### config.mk
export PLATFORM = sky130hd
export DESIGN_NAME = xoshiro128ss_random_generator
export DESIGN_NICKNAME = d
export VERILOG_FILES = /design/src/rtl/xs128_pkg.sv /design/src/rtl/xs128_front.sv /design/src/rtl/xs128_back.sv /design/src/rtl/xoshiro128ss_random_generator.sv
export SDC_FILE = /design/constraint.sdc
export NUM_CORES = 1
export LEC_CHECK = 0
export BUFFER_PORTS_ARGS = -buffer_cell sky130_fd_sc_hd__buf_4
export CAP_MARGIN = 20
export CORE_MARGIN = 1.5
export CORE_UTILIZATION = 65
export CTS_BUF_LIST = sky130_fd_sc_hd__clkbuf_16
export DETAILED_ROUTE_END_ITERATION = 10
export PLACE_DENSITY = 0.78
export SKIP_LAST_GASP = 1
export SLEW_MARGIN = 20
export SYNTH_ARGS = -nofsm -noshare
export SYNTH_HDL_FRONTEND = slang
export SYNTH_SLANG_ARGS = --single-unit
### constraint.sdc
create_clock -name aclk -period 9.31 [get_ports aclk]
set_input_delay 1.862 -clock aclk [delete_from_list [all_inputs] [get_ports aclk]]
set_output_delay 1.862 -clock aclk [all_outputs]
set_load 0.01 [all_outputs]
### src/rtl/xs128_pkg.sv
// ----------------------------------------------------------------------------
// xs128_pkg
// Types and constants shared by the xoshiro128** generator modules.
// ----------------------------------------------------------------------------
package xs128_pkg;

    localparam logic [31:0] BASE0 = 32'h343b2250;
    localparam logic [31:0] BASE1 = 32'h7336c098;
    localparam logic [31:0] BASE2 = 32'h03af11f5;
    localparam logic [31:0] BASE3 = 32'h92527961;

    localparam logic [19:0] MULT1 = 20'd55829;
    localparam logic [19:0] MULT2 = 20'd753499;
    localparam logic [19:0] MULT3 = 20'd859;

    localparam int          OUT_W    = 15;
    localparam logic [31:0] OUT_MASK = 32'h00007fff;

    localparam int Q_DEPTH = 2;
    localparam int Q_AW    = $clog2(Q_DEPTH);
    localparam int Q_CW    = $clog2(Q_DEPTH + 1);

    typedef enum logic {
        OP_DRAW = 1'b0,
        OP_SEED = 1'b1
    } op_t;

    typedef enum logic {
        ST_IDLE,
        ST_SEED
    } back_state_t;

    typedef enum logic [1:0] {
        WSEL_NONE = 2'd0,
        WSEL_W1   = 2'd1,
        WSEL_W2   = 2'd2,
        WSEL_W3   = 2'd3
    } word_sel_t;

    typedef struct packed {
        op_t         op;
        logic [31:0] seed;
    } cmd_item_t;

    function automatic logic [31:0] rotl32(input logic [31:0] v, input logic [4:0] amt);
        logic [63:0] dbl;
        dbl = {v, v} << amt;
        return dbl[63:32];
    endfunction

endpackage

### src/rtl/xs128_front.sv
// ----------------------------------------------------------------------------
// xs128_front
// Accepts input transactions, decodes the command and queues them.
// ----------------------------------------------------------------------------
module xs128_front
    import xs128_pkg::*;
(
    input  logic        aclk,
    input  logic        aresetn,
    input  logic        s_valid,
    output logic        s_ready,
    input  logic        s_cmd,
    input  logic [31:0] s_seed_value,
    output logic        q_valid,
    output cmd_item_t   q_item,
    input  logic        q_pop
);

    cmd_item_t           q_mem_reg [Q_DEPTH];
    logic [Q_AW-1:0]     wr_ptr_reg, wr_ptr_next;
    logic [Q_AW-1:0]     rd_ptr_reg, rd_ptr_next;
    logic [Q_CW-1:0]     count_reg, count_next;
    logic                push;
    logic                pop;
    cmd_item_t           in_item;

    assign s_ready = (count_reg != Q_CW'(Q_DEPTH));
    assign q_valid = (count_reg != '0);
    assign q_item  = q_mem_reg[rd_ptr_reg];
    assign push    = s_valid && s_ready;
    assign pop     = q_pop && q_valid;

    always_comb begin
        in_item.op   = s_cmd ? OP_SEED : OP_DRAW;
        in_item.seed = s_seed_value;
    end

    always_comb begin
        wr_ptr_next = wr_ptr_reg;
        rd_ptr_next = rd_ptr_reg;
        count_next  = count_reg;
        if (push) begin
            wr_ptr_next = (wr_ptr_reg == Q_AW'(Q_DEPTH - 1)) ? '0 : wr_ptr_reg + 1'b1;
        end
        if (pop) begin
            rd_ptr_next = (rd_ptr_reg == Q_AW'(Q_DEPTH - 1)) ? '0 : rd_ptr_reg + 1'b1;
        end
        if (push && !pop) begin
            count_next = count_reg + 1'b1;
        end else if (pop && !push) begin
            count_next = count_reg - 1'b1;
        end
    end

    always_ff @(posedge aclk) begin
        if (!aresetn) begin
            wr_ptr_reg <= '0;
            rd_ptr_reg <= '0;
            count_reg  <= '0;
        end else begin
            wr_ptr_reg <= wr_ptr_next;
            rd_ptr_reg <= rd_ptr_next;
            count_reg  <= count_next;
        end
    end

    always_ff @(posedge aclk) begin
        if (push) begin
            q_mem_reg[wr_ptr_reg] <= in_item;
        end
    end

endmodule

### src/rtl/xs128_back.sv
// ----------------------------------------------------------------------------
// xs128_back
// Generator state, draw scrambler, seed sequencer and output register.
// ----------------------------------------------------------------------------
module xs128_back
    import xs128_pkg::*;
(
    input  logic              aclk,
    input  logic              aresetn,
    input  logic              q_valid,
    input  cmd_item_t         q_item,
    output logic              q_pop,
    output logic              m_valid,
    input  logic              m_ready,
    output logic [OUT_W-1:0]  m_random_value
);

    back_state_t       state_reg, state_next;
    logic [31:0]       w0_reg, w0_next;
    logic [31:0]       w1_reg, w1_next;
    logic [31:0]       w2_reg, w2_next;
    logic [31:0]       w3_reg, w3_next;
    logic [31:0]       seed_reg;
    word_sel_t         wsel_reg, wsel_next;
    logic              out_valid_reg, out_valid_next;
    logic [OUT_W-1:0]  out_data_reg, out_data_next;

    logic              out_free;
    logic              do_draw;
    logic              do_seed;
    logic              do_mult;

    logic [31:0]       s1x5;
    logic [31:0]       rot;
    logic [31:0]       scrambled;
    logic [31:0]       t2, t3;

    logic [31:0]       mul_opnd;
    logic [19:0]       mul_const;
    logic [51:0]       mul_full;

    assign out_free = !out_valid_reg || m_ready;

    // next state
    always_comb begin
        state_next = state_reg;
        case (state_reg)
            ST_IDLE: begin
                if (q_valid && q_item.op == OP_SEED) begin
                    state_next = ST_SEED;
                end
            end
            ST_SEED: begin
                if (wsel_reg == WSEL_W3) begin
                    state_next = ST_IDLE;
                end
            end
            default: state_next = ST_IDLE;
        endcase
    end

    // control outputs
    always_comb begin
        q_pop   = 1'b0;
        do_draw = 1'b0;
        do_seed = 1'b0;
        do_mult = 1'b0;
        case (state_reg)
            ST_IDLE: begin
                if (q_valid && q_item.op == OP_SEED) begin
                    q_pop   = 1'b1;
                    do_seed = 1'b1;
                end else if (q_valid && out_free) begin
                    q_pop   = 1'b1;
                    do_draw = 1'b1;
                end
            end
            ST_SEED: begin
                do_mult = 1'b1;
            end
            default: begin
                q_pop = 1'b0;
            end
        endcase
    end

    // draw datapath
    always_comb begin
        s1x5      = w1_reg + {w1_reg[29:0], 2'b00};
        rot       = rotl32(s1x5, 5'd7);
        scrambled = rot + {rot[28:0], 3'b000};
        t2        = w2_reg ^ w0_reg;
        t3        = w3_reg ^ w1_reg;
    end

    // shared seed multiplier
    always_comb begin
        case (wsel_reg)
            WSEL_W1: begin
                mul_opnd  = rotl32(seed_reg ^ BASE1, 5'd5);
                mul_const = MULT1;
            end
            WSEL_W2: begin
                mul_opnd  = rotl32(seed_reg ^ BASE2, 5'd10);
                mul_const = MULT2;
            end
            WSEL_W3: begin
                mul_opnd  = rotl32(seed_reg ^ BASE3, 5'd17);
                mul_const = MULT3;
            end
            default: begin
                mul_opnd  = '0;
                mul_const = '0;
            end
        endcase
        mul_full = {20'b0, mul_opnd} * {32'b0, mul_const};
    end

    always_comb begin
        w0_next        = w0_reg;
        w1_next        = w1_reg;
        w2_next        = w2_reg;
        w3_next        = w3_reg;
        wsel_next      = wsel_reg;
        out_valid_next = out_valid_reg && !m_ready;
        out_data_next  = out_data_reg;
        if (do_draw) begin
            w0_next        = w0_reg ^ t3;
            w1_next        = w1_reg ^ t2;
            w2_next        = t2 ^ {w1_reg[22:0], 9'b0};
            w3_next        = rotl32(t3, 5'd11);
            out_valid_next = 1'b1;
            out_data_next  = scrambled[OUT_W-1:0] & OUT_MASK[OUT_W-1:0];
        end
        if (do_seed) begin
            w0_next   = q_item.seed ^ BASE0;
            wsel_next = WSEL_W1;
        end
        if (do_mult) begin
            case (wsel_reg)
                WSEL_W1: begin
                    w1_next   = mul_full[31:0];
                    wsel_next = WSEL_W2;
                end
                WSEL_W2: begin
                    w2_next   = mul_full[31:0];
                    wsel_next = WSEL_W3;
                end
                WSEL_W3: begin
                    w3_next   = mul_full[31:0];
                    wsel_next = WSEL_NONE;
                end
                default: wsel_next = WSEL_NONE;
            endcase
        end
    end

    always_ff @(posedge aclk) begin
        if (!aresetn) begin
            state_reg     <= ST_IDLE;
            w0_reg        <= BASE0;
            w1_reg        <= BASE1;
            w2_reg        <= BASE2;
            w3_reg        <= BASE3;
            wsel_reg      <= WSEL_NONE;
            out_valid_reg <= 1'b0;
        end else begin
            state_reg     <= state_next;
            w0_reg        <= w0_next;
            w1_reg        <= w1_next;
            w2_reg        <= w2_next;
            w3_reg        <= w3_next;
            wsel_reg      <= wsel_next;
            out_valid_reg <= out_valid_next;
        end
    end

    always_ff @(posedge aclk) begin
        out_data_reg <= out_data_next;
        if (do_seed) begin
            seed_reg <= q_item.seed;
        end
    end

    assign m_valid        = out_valid_reg;
    assign m_random_value = out_data_reg;

endmodule

### src/rtl/xoshiro128ss_random_generator.sv
// ----------------------------------------------------------------------------
// xoshiro128ss_random_generator
// xoshiro128** generator with a 15-bit draw output and 32-bit reseeding.
// ----------------------------------------------------------------------------
// A draw transaction (cmd 0) returns one 15-bit value and advances the state;
// a seed transaction (cmd 1) reloads the state and returns nothing. Input
// transactions enter a two-entry queue, so the input side keeps taking them
// while a result waits on the output. Draws complete at one per cycle while
// the output is free and no seed runs. A seed occupies the back end to load
// word 0 and latch the seed, then each remaining word through a single shared
// 32x20 multiplier. Reset loads the four base constants; no clearing pass.
// ----------------------------------------------------------------------------
module xoshiro128ss_random_generator
    import xs128_pkg::*;
(
    input  logic              aclk,
    input  logic              aresetn,
    input  logic              s_valid,
    output logic              s_ready,
    input  logic              s_cmd,
    input  logic [31:0]       s_seed_value,
    output logic              m_valid,
    input  logic              m_ready,
    output logic [OUT_W-1:0]  m_random_value
);

    logic      q_valid;
    logic      q_pop;
    cmd_item_t q_item;

    xs128_front u_front (
        .aclk         (aclk),
        .aresetn      (aresetn),
        .s_valid      (s_valid),
        .s_ready      (s_ready),
        .s_cmd        (s_cmd),
        .s_seed_value (s_seed_value),
        .q_valid      (q_valid),
        .q_item       (q_item),
        .q_pop        (q_pop)
    );

    xs128_back u_back (
        .aclk           (aclk),
        .aresetn        (aresetn),
        .q_valid        (q_valid),
        .q_item         (q_item),
        .q_pop          (q_pop),
        .m_valid        (m_valid),
        .m_ready        (m_ready),
        .m_random_value (m_random_value)
    );

endmodule
; After elaboration in Yosys (flattened, before gate mapping)
; Memory sizes are Yosys's and may differ from the RTL's. A register that Yosys moved wholly into a read port is not among the register bits.
; Cells that the tools add are included.
[word_totals]
ff_bits = 183
ramBits = 66
in_bits = 37
output_inout_bits = 17
elab_cells = 86
n_memories = 1
[classes]
add_sub_neg = 6
multipliers = 1
eq_ne = 4
muxes = 36
n_bitwise = 10
n_reduce_logical = 16
[memory_table]
columns = memory, depth, width, rd, rd_clocked_by_memory_dff, wr, line
row1 = u_front.q_mem_reg, 2, 33, 1, 1, 1, xs128_front.sv:19  ; cmd_item_t q_mem_reg [Q_DEPTH];
[op_table]
columns = cell, count
row1 = 32-bit two-way mux, 11
row2 = 32-bit bitwise XOR, 5
row3 = 32-bit one-hot mux with 3 select lines, 1
row4 = 20-bit one-hot mux with 3 select lines, 1
row5 = 32-bit adder, 1
row6 = 32-bit by 20-bit multiplier with 32-bit output, 1
row7 = 14-bit inverter, 2
row8 = 1-bit two-way mux, 17
row9 = 16-bit inverter, 1
row10 = 15-bit adder, 1
row11 = 12-bit inverter, 1
row12 = 2-bit two-way mux, 4
row13 = 2-bit nonzero test, 4
row14 = 1-bit logical AND, 7
row15 = 2-bit == test (second input constant), 2
row16 = 1-bit logical NOT, 4
row17 = 2-bit one-hot mux with 2 select lines, 1
row18 = 1-bit adder (second input constant), 2
row19 = 2-bit by 1-bit adder with 2-bit output (second input constant), 1
row20 = 2-bit by 1-bit == test with 1-bit output (second input constant), 1
row21 = 2-bit != test (second input constant), 1
row22 = 1-bit one-hot mux with 2 select lines, 1
row23 = 2-bit by 1-bit subtractor with 2-bit output (second input constant), 1
row24 = 1-bit logical OR, 1
row25 = 1-bit inverter, 1

; Depth between registers and ports, before layout
; Gate-level depths: netlist (run 1).
[depth]
word_depth = 10
ltp_mapped = 33
mapped_depth_nobuf = 31

; Modules after synthesis
; From an unflattened synthesis (run 1), not the netlist that was laid out.
[unflattened]
cells_unflattened = 2487
area_unflattened_um2 = 23744.0
[modules_own_cells]
columns = mod, n_inst, cells_per_inst, area_each_um2, seq_area_each_um2
row1 = xs128_back, 1, 2360, 21127.8, 4053.9
row2 = xs128_front, 1, 127, 2616.3, 2082.0

; Least setup slack after synthesis (run 1)
; OpenSTA, ideal clock, no wires.
[synth_timing]
path_type = reg2reg
startpoint = reg u_back.wsel_reg[0]
endpoint = reg u_back.w2_reg[31]
setup_ns = 0.079
arrival_time_ns = 7.743
required_time_ns = 9.231
slack_ns = 1.488
path_stages_with_launch = 33
path_buffers = 3
synth_period_minus_slack_ns = 7.822
cell_sequence = dfxtp_1 -> inv_1 -> ha_1 -> buf_2 -> clkbuf_1 -> buf_1 -> a21oi_1 -> nor2_1 -> inv_1 -> nor2_1 -> inv_1 -> fa_1 -> inv_1 -> fa_1 -> inv_1 -> fa_1 -> inv_1 -> fa_1 -> fa_1 -> fa_1 -> inv_1 -> fa_1 -> inv_1 -> ha_1 -> a21o_1 -> a21o_1 -> a21oi_1 -> o21ai_0 -> o21ai_2 -> nand4_1 -> o211ai_1 -> xnor3_1 -> a211oi_2
[synth_between]
elab_chain_cells = 5
word_cells_on_any_way = 8
classes_between = mul: 1 / eq/ne: 3 / mux: 4
[synth_lines]
columns = item, line
row1 = "start, declared", xs128_back.sv:24  ; word_sel_t wsel_reg, wsel_next;
row2 = "start signal, assigned", xs128_back.sv:173  ; wsel_reg <= wsel_next;
row3 = "2-bit == test, or another cell as far along", xs128_back.sv:98  ; case (wsel_reg)
row4 = 32-bit one-hot mux with 3 select lines / 20-bit one-hot mux with 3 select lines (equally long branches), xs128_back.sv:98
row5 = 32-bit by 20-bit multiplier with 32-bit output, xs128_back.sv:116  ; mul_full = {20'b0, mul_opnd} * {32'b0, mul_const};
row6 = 32-bit two-way mux *, xs128_back.sv:140  ; case (wsel_reg)
row7 = 32-bit two-way mux *, xs128_back.sv:139  ; if (do_mult) begin
row8 = "end signal, assigned", xs128_back.sv:171  ; w2_reg <= w2_next;
row9 = "end, declared", xs128_back.sv:21  ; logic [31:0] w2_reg, w2_next;
; Every way passes the cells marked *; elsewhere a longest branch is shown, timed or not.
; A chain may end at the register's enable or synchronous reset.

; Worst setup path after layout (run 1)
; Same ends and word-level chain as after synthesis.

==> results.py, run 1 <==
metrics = {
    "status": {
        "status": "finished, final reports clean",
    },
    "drt": {
        "vias": 18100,
        "drc_errors": 0,
        "first_pass_iters": 8,
        "detail-route-antenna-nets": 0,
        "wirelength_um": 65720,
        "wl_per_cell_um": 21.77,
        "vias_per_cell": 5.994,
        "first_iter_violations": 1695,
    },
    "grt": {
        "grt_usage_pct": 36.08,
        "antenna_found_initial": 0,
        "grt_util_met3_pct": 3.896,
        "gr-max-usage-layer": "met2",
        "use_met2_pct": 58.84,
        "grt_pass1_vias": 18400,
        "met1_usage_pct": 47.49,
        "grt_start_max_net_pins": 103,
        "grt-ovfl-total": 0,
        "grt_pass1_wl_um": 103900,
    },
    "logic_synthesis": {
        "seq_area_frac_synth_pct": 25.90,
        "synth_top_flop_cell": "dfxtp_1",
        "synthDistinctLibCells": 67,
        "syn_area_mm2": 0.02370,
        "synth_top_cell_by_area": "fa_1",
        "syn_area_per_cell_um2": 9.410,
        "async_flop_share_pct": 0,
        "synth_cells": 2518,
        "ys_ff_latch": 250,
        "synth_top_area_share_pct": 24.75,
        "synth_area_leaders": "fa_1, edfxtp_1, dfxtp_1",
        "synth_nets": 3010,
        "synth_warnings": 0,
        "synth-edff-count": 113,
    },
    "critical_path": {
        "path_buf_inv": 8,
        "path_class": "register to register",
        "crit_fanout": 15,
        "cpMostUsedCell": "inv_1",
        "timing.rr.start": "u_back.wsel_reg[0]",
        "reg2regPathDepth": 30,
        "critPathMaxStageDelay_ns": 0.55,
        "worstPathRequired_ns": 9.78,
        "rrSetupSlack_ns": 0.67,
        "crit_family": "adder cells",
        "critPathSlowestCell": "fa_1",
        "r2r_end": "u_back.w2_reg[31]",
        "endpoint_kind": "register",
        "crit_arrival_ns": 9.10,
        "startpoint_type": "register",
    },
    "cts": {
        "root_buffer": "clkbuf_16",
        "cts_setup_buffers": 0,
        "cts.sinks": 250,
        "worstSkewPairLatency_ns": 0.55,
        "hold_buffers": 0,
        "cts_made_buffers": 25,
        "clkSlewWorstSetupHoldPaths_ns": 0.07,
        "ctsLongestPathBuffers": 3,
        "post_cts_resized": 0,
        "cts_tree": "done",
        "cts_htree_levels": 1,
    },
    "timing": {
        "worstMarginPinSlew_ns": 1.161,
        "setup_tns_ns": 0,
        "hold_viol": 0,
        "fmax_mhz": 115.8,
        "maxSlewHeadroom_pct": 22.59,
        "rsz0062_at_grt": "no",
        "report.final.slew_viol_count": 0,
        "whs_ns": 0.5192,
        "finalSetupViolCount": 0,
        "skew_ns": 0.01705,
        "min_period_over_period_pct": 92.79,
        "fin_ws_ns": 0.6717,
        "layout_min_cycle_time_ns": 8.638,
    },
    "hold_path": {
        "hold_depth": 2,
        "min_to": "u_front.count_reg[1]",
        "hold_path_class": "register to register",
        "min_from": "u_front.count_reg[1]",
    },
    "layout": {
        "diodes": 0,
        "finalNonFillerCells": 3019,
        "regArea_mm2": 0.006136,
        "largest_reg_flops": 66,
        "finalInstanceArea_mm2": 0.02544,
        "layout_commonest_cell": "inv_1",
        "layout.nets": 3031,
        "layout_common_cells": "inv_1, fa_1, nor2_1",
        "multi_input_area_mm2": 0.01538,
        "syn_to_final_growth_pct": 7.366,
        "n_fill_cell": 2752,
        "drive_gt1_share_pct": 7.154,
        "fin_util_pct": 71.18,
    },
    "placed_design": {
        "place_area_mm2": 0.02458,
        "portBuffers": 53,
        "place_inst": 2973,
        "place.gp.congestion": 0.9887,
        "dp_hpwl_um": 52370,
        "post-place-ws_ns": 0.8043,
    },
    "power_and_ir_drop": {
        "peakVddDrop_mv": 0.4959,
        "power.density_mw_per_mm2": 264.5,
        "p_total_mw": 6.729,
        "power_leakage_nw": 12.00,
    },
    "die": {
        "coreArea_mm2": 0.03574,
        "die_w_um": 193.9,
        "dieArea_mm2": 0.03761,
        "start_util_pct": 66.30,
        "row_count": 69,
        "dieHeight_um": 193.9,
        "io_pins": 54,
    },
    "job": {
        "drv_cap": 0,
    },
}
==> cells by family (layout without fill, tap and decap cells) <==
kind of cell	Yosys count	after routing	share of synthesized area (%)
AO/OA/AOI/OAI	424	424	11.55
buffers and inverters	580	620	9.278
multiplexers	35	35	1.658
flip-flops	250	250	25.90
AND/OR/NAND/NOR	555	555	10.07
XOR/XNOR	219	219	8.243
adder cells (fa/ha/maj)	455	455	33.31
==> worst reg2reg max path, delay by kind of cell (launching register included) <==
kind / cells / cell delay (ns)
adders and majority gates: 9 / 4.22
AOI/OAI and AO/OA: 9 / 1.58
buffers and inverters: 8 / 0.94
and+or+nand+nor: 3 / 0.94
xor gates and xnor gates: 1 / 0.48
DFF: 1 / 0.40
==> how the worst max path moves through the flow <==
| stage | from | end | slack, ns | cells after the start |
|---|---|---|---|---|
| 6_report | u_back.wsel_reg[0] | u_back.w2_reg[31] | 0.67 | 30 |
| 5_1_grt | u_back.wsel_reg[0] | u_back.w1_reg[22] | 0.20 | 27 |
| 4_1_cts | u_back.wsel_reg[0] | u_back.w1_reg[24] | 0.74 | 27 |
| 3_5_place_dp | u_back.wsel_reg[0] | u_back.w2_reg[24] | 0.80 | 27 |
| 3_3_place_gp | u_back.wsel_reg[0] | u_back.w1_reg[24] | 0.94 | 27 |
| 2_1_floorplan | u_back.wsel_reg[0] | u_back.w2_reg[31] | 1.49 | 32 |
==> power breakdown <==
group / internal (mW) / leakage [nW] / switching [mW] / total (mW)
clock: 0.599 / 0.424 / 0.445 / 1.04
sequential: 1.65 / 2.18 / 0.399 / 2.05
combinational: 1.52 / 9.40 / 2.11 / 3.63
==> cells in the mapped netlist, types with 6 or more instances <==
cell / instances
a222oi_1: 9
o211ai_1: 49
xor2_1: 56
fa_1: 293
nor2b_1: 20
a21oi_1: 124
o21ai_0: 88
clkbuf_1: 78
nand2b_1: 7
nand3_1: 11
o221ai_1: 6
nor3_1: 53
nor4_1: 20
ha_1: 162
mux2_2: 34
or3_1: 10
o21a_1: 10
inv_1: 482
and2_1: 7
xnor2_1: 160
a21o_1: 30
a211oi_1: 47
o22ai_1: 10
nand2_1: 189
buf_1: 11
edfxtp_1: 113
dfxtp_1: 137
nor2_1: 218
o21bai_1: 6
==> metal layers <==
metal / vias to the layer above / wire (µm)
li1: 8171 / -
met3: 205 / 4673
met2: 808 / 30970
met5: - / 0
met4: 0 / 4271
met1: 8913 / 25800
==> layout make-up <==
type / count / share of cell area (%)
clock buffers: 26 / 2.557
inverters: 484 / 7.146
multi-input cells: 1688 / 60.44
well taps: 461 / 2.267
repair buffers: 90 / 2.656
clock inverters: 20 / 0.8115
flip-flops and latches: 250 / 24.12
Note: power is estimated with default switching activity, not from simulation.
==> run 2, diff against run 1 <==
--- a/config.mk
+++ b/config.mk
@@ -7,11 +7,12 @@
 export LEC_CHECK = 0
 export BUFFER_PORTS_ARGS = -buffer_cell sky130_fd_sc_hd__buf_4
 export CAP_MARGIN = 20
+export CORE_ASPECT_RATIO = 0.6
 export CORE_MARGIN = 1.5
-export CORE_UTILIZATION = 65
+export CORE_UTILIZATION = 59
 export CTS_BUF_LIST = sky130_fd_sc_hd__clkbuf_16
 export DETAILED_ROUTE_END_ITERATION = 10
-export PLACE_DENSITY = 0.78
+export PLACE_DENSITY = 0.75
 export SKIP_LAST_GASP = 1
 export SLEW_MARGIN = 20
 export SYNTH_ARGS = -nofsm -noshare
==> constraint.sdc (replaced) <==
create_clock -name aclk -period 7.72 [get_ports aclk]
set_input_delay 1.544 -clock aclk [delete_from_list [all_inputs] [get_ports aclk]]
set_output_delay 1.544 -clock aclk [all_outputs]
set_load 0.01 [all_outputs]
==> run 2 against run 1 <==
Effect of this change: the flow now finishes with violations (design-rule violations); sequential share of layout area down 0.89 points; sequential cell count unchanged; worst setup slack worse by 0.46 ns; critical endpoint is now u_back.w1_reg[28]; clock-buffer cell count unchanged; critical path type unchanged; first-iteration DRC count up 57%; critical path depth down 5; cell count up 5.2%; global-route usage up 0.35 points; clock skew up 0.0040 ns; largest cell class unchanged; non-clock buffer count up 98.
==> results.py, run 2 (same netlist as run 1, synthesis figures left out) <==
metrics = {
    "drt": {
        "vias_per_cell": 5.951,
        "wl_per_cell_um": 22.94,
        "vias": 18900,
        "detail-route-antenna-nets": 0,
        "wirelength_um": 72850,
        "first_iter_violations": 2662,
        "drc_errors": 5,
        "first_pass_iters": 11,
    },
    "critical_path": {
        "cpMostUsedCell": "fa_1",
        "endpoint_kind": "register",
        "crit_fanout": 9,
        "worstPathRequired_ns": 8.18,
        "crit_arrival_ns": 7.97,
        "critPathSlowestCell": "fa_1",
        "path_class": "register to register",
        "startpoint_type": "register",
        "crit_family": "adder cells",
        "critPathMaxStageDelay_ns": 0.56,
        "path_buf_inv": 5,
    },
    "cts": {
        "cts_made_buffers": 24,
        "root_buffer": "clkbuf_16",
        "cts.sinks": 250,
        "clkSlewWorstSetupHoldPaths_ns": 0.07,
        "worstSkewPairLatency_ns": 0.54,
        "cts_tree": "done",
        "ctsLongestPathBuffers": 3,
        "cts_htree_levels": 1,
    },
    "grt": {
        "grt-ovfl-total": 0,
        "grt_usage_pct": 36.43,
        "grt_start_max_net_pins": 68,
        "grt_pass1_wl_um": 110600,
        "grt_pass1_vias": 18400,
        "antenna_found_initial": 2,
    },
    "timing": {
        "whs_ns": 0.5277,
        "worstMarginPinSlew_ns": 1.012,
        "skew_ns": 0.02108,
        "layout_min_cycle_time_ns": 7.503,
        "fmax_mhz": 133.3,
        "report.final.slew_viol_count": 0,
        "setup_tns_ns": 0,
        "min_period_over_period_pct": 97.20,
        "maxSlewHeadroom_pct": 32.56,
        "hold_viol": 0,
        "finalSetupViolCount": 0,
    },
    "status": {
        "violations": "design-rule violations",
        "status": "complete, but fails checks",
    },
    "power_and_ir_drop": {
        "internal_power_mw": 4.520,
        "pwr-share-seq_pct": 29.9,
        "power.density_mw_per_mm2": 316.6,
        "switchingPower_mw": 3.849,
        "p_sw_share_pct": 45.99,
        "power_leakage_nw": 12.46,
        "peakVddDrop_mv": 0.3845,
        "p_clk_share_pct": 13.9,
        "p_total_mw": 8.370,
        "pwr-share-comb_pct": 56.2,
    },
    "die": {
        "io_pins": 54,
        "dieArea_mm2": 0.04141,
        "die_w_um": 261.7,
        "row_count": 56,
        "dieHeight_um": 158.2,
        "start_util_pct": 60.28,
        "coreArea_mm2": 0.03931,
    },
    "layout": {
        "drive_gt1_share_pct": 12.70,
        "multi_input_area_mm2": 0.01561,
        "fin_util_pct": 67.25,
        "finalInstanceArea_mm2": 0.02644,
        "regArea_mm2": 0.006141,
        "syn_to_final_growth_pct": 11.56,
        "n_fill_cell": 3126,
        "diodes": 0,
        "layout_commonest_cell": "inv_1",
        "layout_common_cells": "inv_1, fa_1, nor2_1",
        "layout.nets": 3128,
        "largest_reg_flops": 66,
    },
    "hold_path": {
        "hold_path_class": "register to register",
    },
    "placed_design": {
        "portBuffers": 53,
        "dp_hpwl_um": 58700,
        "place_area_mm2": 0.02538,
        "place.gp.congestion": 1.017,
    },
    "job": {
        "drv_cap": 0,
    },
}
## run 2: changes by cell type in the layout (fill, tap and decap cells not counted), sizes merged
cell and delta:
buf +97, bufinv -3, clkbuf +1, clkinv +1
clkinvlp +1, inv -1
## run 2: per-stage QoR
stage | instances | setup WS [ns]
2_1_floorplan | 2518 | 0.08737
3_3_place_gp | 3123 | -0.04985
3_5_place_dp | 3124 | -0.1244
4_1_cts | 3169 | -0.01823
5_1_grt | 3176 | -0.04284
6_report | 3176 | 0.2165
## run 2: final timing paths
kind | startpoint | end | slack (ns) | depth (start not counted)
worst max register to register | u_back.wsel_reg[0] | u_back.w1_reg[28] | 0.22 | 25
worst min-delay path | u_back.w0_reg[7] | u_back.w0_reg[7] | 0.53 | 2
worst max-delay path | u_back.wsel_reg[0] | u_back.w1_reg[28] | 0.22 | 25
worst min register to register | u_back.w0_reg[7] | u_back.w0_reg[7] | 0.53 | 2
## run 2: power groups by stage
stage / Combinational, mW / Clock [mW] / Sequential, mW
2_1_floorplan: 3.25 / 0 / 2.34
3_3_place_gp: 4.29 / 0 / 2.47
3_5_place_dp: 4.48 / 0 / 2.49
4_1_cts: 4.52 / 1.17 / 2.47
5_1_grt: 5.12 / 1.22 / 2.53
6_report: 4.70 / 1.16 / 2.51
## run 2: layout make-up
cell class,count,share of cell area [%]
Multi-Input combinational cell,1688,59.06
Clock inverter,18,0.3881
Tap cell,522,2.471
Clock buffer,26,2.461
Inverter,484,6.891
Timing Repair Buffer,188,5.495
Sequential cell,250,23.23
## run 2: routing by layer
layer  track usage [%]  wire length [µm]
met5             2.174               133
met4             6.541              1366
met3             13.88             11690
met2             46.39             27380
met1             57.42             32270
## run 2: timing repair
action,CTS,global route
resized for setup,11,59
setup endpoints to repair,15,53
buffers inserted,1,7
hold buffers,0,0
pin swaps,1,9
## run 2: worst reg2reg max path: cells and delay by family, from the launching register on
family                     cells  cell delay (ns)
AOI/OAI and AO/OA              9             2.13
adders and majority gates      9             4.04
DFF                            1             0.40
buffers and inverters          5             0.55
and+or+nand+nor                2             0.33
